### src/hw/rtl/csem_pkg.sv
package csem_pkg;

  typedef enum logic [2:0] {
    REQ_INIT  = 3'd0,
    REQ_QUERY = 3'd1,
    REQ_UP    = 3'd2,
    REQ_DOWN  = 3'd3,
    REQ_FREE  = 3'd4
  } req_t;

  typedef enum logic [2:0] {
    ST_OK        = 3'd0,
    ST_INVALID   = 3'd1,
    ST_NOSLOT    = 3'd2,
    ST_EXISTS    = 3'd3,
    ST_NOTFOUND  = 3'd4,
    ST_SUSPENDED = 3'd5,
    ST_BUSY      = 3'd6,
    ST_QFULL     = 3'd7
  } status_t;

  typedef enum logic [2:0] {
    S_IDLE,
    S_SCAN,
    S_DRAIN,
    S_FETCH,
    S_NAME,
    S_EXEC,
    S_POP,
    S_REPLY
  } state_t;

  localparam logic signed [15:0] COUNT_MAX = 16'sh7FFF;
  localparam logic signed [15:0] COUNT_MIN = -16'sh8000;

  typedef struct packed {
    logic start;
    logic scan_rd;
    logic fetch;
    logic name_step;
    logic exec;
    logic pop;
    logic reply;
  } cmd_t;

  typedef struct packed {
    logic scan_last;
    logic auto_need;
    logic name_hit;
    logic pop_need;
    logic out_busy;
  } sts_t;

endpackage

### src/hw/rtl/csem_ctrl.sv
module csem_ctrl (
  input  logic          clk,
  input  logic          rst,
  input  logic          in_valid,
  output logic          in_ready,
  input  csem_pkg::sts_t sts,
  output csem_pkg::cmd_t cmd
);

  csem_pkg::state_t state, state_next;

  always_ff @(posedge clk) begin
    if (rst) begin
      state <= csem_pkg::S_IDLE;
    end else begin
      state <= state_next;
    end
  end

  always_comb begin
    state_next = state;
    cmd        = '0;
    in_ready   = 1'b0;
    unique case (state)
      csem_pkg::S_IDLE: begin
        in_ready = 1'b1;
        if (in_valid) begin
          cmd.start  = 1'b1;
          state_next = csem_pkg::S_SCAN;
        end
      end
      csem_pkg::S_SCAN: begin
        cmd.scan_rd = 1'b1;
        if (sts.scan_last) begin
          state_next = csem_pkg::S_DRAIN;
        end
      end
      csem_pkg::S_DRAIN: begin
        state_next = csem_pkg::S_FETCH;
      end
      csem_pkg::S_FETCH: begin
        cmd.fetch  = 1'b1;
        state_next = sts.auto_need ? csem_pkg::S_NAME : csem_pkg::S_EXEC;
      end
      csem_pkg::S_NAME: begin
        cmd.name_step = 1'b1;
        if (sts.name_hit) begin
          state_next = csem_pkg::S_EXEC;
        end
      end
      csem_pkg::S_EXEC: begin
        cmd.exec   = 1'b1;
        state_next = sts.pop_need ? csem_pkg::S_POP : csem_pkg::S_REPLY;
      end
      csem_pkg::S_POP: begin
        cmd.pop    = 1'b1;
        state_next = csem_pkg::S_REPLY;
      end
      csem_pkg::S_REPLY: begin
        if (!sts.out_busy) begin
          cmd.reply  = 1'b1;
          state_next = csem_pkg::S_IDLE;
        end
      end
      default: state_next = csem_pkg::S_IDLE;
    endcase
  end

endmodule

### config.mk
export PLATFORM = sky130hd
export DESIGN_NAME = csem_ctrl
export DESIGN_NICKNAME = d
export VERILOG_FILES = /design/src/hw/rtl/csem_pkg.sv /design/src/hw/rtl/csem_ctrl.sv
export SDC_FILE = /design/constraint.sdc
export NUM_CORES = 1
export LEC_CHECK = 0
export CORE_AREA = 2 2 39 41
export CTS_BUF_LIST = sky130_fd_sc_hd__clkbuf_4 sky130_fd_sc_hd__clkbuf_8
export DETAILED_ROUTE_END_ITERATION = 12
export DIE_AREA = 0 0 41 43
export DONT_BUFFER_PORTS = 1
export PLACE_DENSITY = 0.34
export SLEW_MARGIN = 20
export SYNTH_ARGS = -nofsm -noshare
export SYNTH_HDL_FRONTEND = slang
export SYNTH_SLANG_ARGS = --single-unit
### constraint.sdc
create_clock -name clk -period 1.5 [get_ports clk]
set_input_delay 0.45 -clock clk [delete_from_list [all_inputs] [get_ports clk]]
set_output_delay 0.45 -clock clk [all_outputs]
set_load 0.01 [all_outputs]
* Word-level counts from Yosys, hierarchy flattened
Index checks and enable logic that the tools add are counted.
Word-level totals: output and inout port bits 8, logic and storage cells 31, register bits after elaboration 3, bits of input ports 8
Cells by class: multiplexer cells 17, equal/unequal tests 11, reductions and logical operators 2
Operators with widths (count):
- case mux 3 bit (8 select lines) | 1
- == test 3 bit, second input constant | 4
- 2-to-1 mux 1 bit | 12
- 2-to-1 mux 3 bit | 4
- != test 2 bit, second input constant | 4
- == test 3 x 2 -> 1 bit, second input constant | 2
- AND reduction 4 bit | 1
- == test 3 x 1 -> 1 bit, second input constant | 1
- logical NOT 3 bit | 1

* Depth between registers and ports, before layout
depth in word-level cells 3, gate-level depth with buffers 4, gate-level depth less buffers 4

* Worst setup path before layout
Ideal clock, no wire load.
path kind reg-to-output, start register state[2], end output port cmd[6] (netlist name), buffers on the path 1, stages on the path, launching flop included 4, data arrival time 1.068 ns, required time 1.050 ns, setup slack -0.018 ns, path through dfxtp_1 -> buf_2 -> nor3_1 -> and2_1
RTL lines:
- start: declaration | line csem_ctrl.sv:10 | csem_pkg::state_t state, state_next;
- start signal: assignment | line csem_ctrl.sv:14 | state <= csem_pkg::S_IDLE;
- start signal: assignment | line csem_ctrl.sv:16 | state <= state_next;
- end: declaration | line csem_ctrl.sv:7 | output csem_pkg::cmd_t cmd

==> results_dict.tcl <==
set metrics [dict create \
    die_h_um 43 \
    design_area_sq_um 399 \
    place_congestion 0.697 \
    slew_headroom_pct 84.6 \
    n_fill_cell 156 \
    rows 14 \
    cp.required_ns 1.05 \
    grt_pass1_vias 264 \
    ys_types 17 \
    cts_tree "done" \
    rsz0062_at_grt "yes" \
    post-route-period-util_pct 98.5 \
    syn_avg_cell_area_sq_um 7.29 \
    drt-initial-drc-count 3 \
    yosysWarnings 0 \
    initial_core_util_pct 18.4 \
    die_w_um 41 \
    status "finished, final reports clean" \
    top_register "state" \
    cts_root_buffer "clkbuf_4" \
    min_path_type "in -> reg" \
    reg_top3 "state: 3 flops" \
    setup_viol 0 \
    fp.coreArea_sq_um 1380 \
    route.detailed.drc 0 \
    path_class "reg -> out" \
    diodes 0 \
    powerDensity_nw_per_um2 1840 \
    grt.overflow.total 0 \
    leakagePower_nw 0.179 \
    die_area_sq_um 1760 \
    cp_max_fo 7 \
    synth-seq-cells 3 \
    cts_buffers 3 \
    first_pass_iters 4 \
    antenna_found_initial 0 \
    syn_area_sq_um 255 \
    ctsHoldBuffers 0 \
    clockBufferDepth 2 \
    mappedNetlistNets 43 \
    fmax_mhz 677 \
    nets 54 \
    hold_slack_ns 0.280 \
    worstRegToRegCells 5 \
    synthToLayoutAreaGrowth_pct 56.4 \
    hp-start "rst" \
    dr_total_vias 285 \
    r2r-start "state[0]$_SDFFE_PP0P_" \
    clock-sinks 3 \
    place_area_sq_um 310 \
    drt.antenna.violating_nets 0 \
    htree_levels 1 \
    wire_per_inst_um 11.9 \
    synth_top_area_share_pct 23.5 \
    place.port_buffers 0 \
    grt_max_degree 16 \
    hold-path-endpoint "state[1]$_SDFFE_PP0P_" \
    hold_viol 0 \
    reg2reg_setup_slack_ns 0.13 \
    avgViaCountPerCell 4.67 \
    slew_viol_final 0 \
    io_pins 16 \
    whs_path_depth 1 \
    worstMarginPinSlew_ns 0.231 \
    fin_skew_ns 0.00758 \
    dp_hpwl_um 514 \
    synth_top_cell_by_area "dfxtp_1" \
    yosys-top-cells-area "dfxtp_1 (24%), nor3b_1 (12%), a21oi_1 (7.8%)" \
    r2r_end "state[0]$_SDFFE_PP0P_" \
    clock_latency_ns 0.24 \
    grt_pass1_wl_um 1170 \
    critPathLaunch "state[1]$_SDFFE_PP0P_" \
    ir_drop_uv 438 \
    cp_data_arrival_time_ns 1.03 \
    cp-start-kind "register" \
    ys_seq_area_share_pct 23.5 \
    path_clk_slew_ns 0.03 \
    worstSetupEndpointType "output port" \
    largest_reg_flops 3 \
    cap_viol_max_count 0 \
    min_period_ns 1.48 \
    routed_wl_um 728 \
    final_layout_size_suffix_gt1_share_pct 48.9 \
    synth_cells 35 \
    grt_usage_pct 10.7 \
]
-- per-layer routing --
metal  GRT usage [%]  vias to the layer above  share of wire, %
met1            12.1                      128                44
met4            8.00                        0                 0
met5               0                        -                 0
met3            7.85                        0               7.3
li1                -                      145                 -
met2            13.1                       12                49
-- stage by stage --
step | setup slack (ns) | instances | total power [mW] | utilization (%) | TNS, ns
finish | 0.0229 | 61 | 0.734 | 28.8 | 0
floorplan | 0.0898 | 35 | 0.367 | - | 0
CTS | 0.00538 | 59 | 0.687 | 27.1 | 0
detailed placement | 0.0617 | 54 | 0.474 | 22.4 | 0
global route | -0.0486 | 61 | 0.808 | 28.8 | -0.102
global placement | 0.0869 | 54 | 0.473 | 22.4 | 0
-- final cells by class --
type                            count  area [sq um]  area share (%)
Timing Repair Buffer                9          71.3            17.9
Multi-Input combinational cell     29           206            51.7
Tap cell                           16          20.0            5.02
Sequential cell                     3          71.3            17.9
Clock buffer                        4          30.0            7.52
-- how the worst max path moves through the flow --
stage / to / slack [ns] / cells after the start
after floorplan: cmd[6] / 0.09 / 3
after global placement: state[0]$_SDFFE_PP0P_ / 0.09 / 4
after detailed placement: state[0]$_SDFFE_PP0P_ / 0.06 / 4
after CTS: cmd[5] / 0.005 / 3
after global routing: cmd[5] / -0.05 / 3
final: cmd[5] / 0.02 / 3
-- power breakdown --
part	internal [mW]	switching [mW]
clock network	0.118	0.0464
registers	0.119	0.0701
logic	0.233	0.147
total	0.470	0.264
-- repair_timing --
action / in CTS / in global routing
setup buffers: 1 / 2
pin swaps: 1 / 2
gates resized for setup: 9 / 3
endpoints found under the setup margin: 8 / 6
-- cells in the mapped netlist --
master,instances
nand2_1,2
nor2_1,5
o21ai_1,1
and2_1,1
nor3_1,2
dfxtp_1,3
a21oi_1,4
nor4_1,1
nor3b_1,4
a221oi_1,1
a21o_1,1
nor3b_2,1
mux2_1,1
and3b_1,1
nor2b_1,3
a41oi_1,1
buf_2,3
-- critical path, stage by stage, from the launching register on --
cell and delay, ns:
dfxtp_4 0.36, buf_6 0.13, nor3b_2 0.17, buf_4 0.14
-- placed cells by master, fill, tap and decap left out, drive strengths merged --
| master | count |
|---|---|
| nor2b | 3 |
| dfxtp | 3 |
| nor2 | 5 |
| and2 | 1 |
| clkbuf | 4 |
| a221oi | 1 |
| a21oi | 4 |
| nor3 | 2 |
| a41oi | 1 |
| buf | 9 |
| nand2 | 2 |
| a21o | 1 |
| nor4 | 1 |
| o21ai | 1 |
| and3b | 1 |
| mux2 | 1 |
| nor3b | 5 |
-- logic make-up (layout without fill, tap and decap cells) --
family,Yosys count,count (layout),synth area share (%)
AO/OA/AOI/OAI,8,8,19.6
buffers and inverters,3,13,5.88
flip-flops,3,3,23.5
multiplexers,1,1,4.41
AND/OR/NAND/NOR,20,20,46.6
Power figures use the tool's default switching activity.
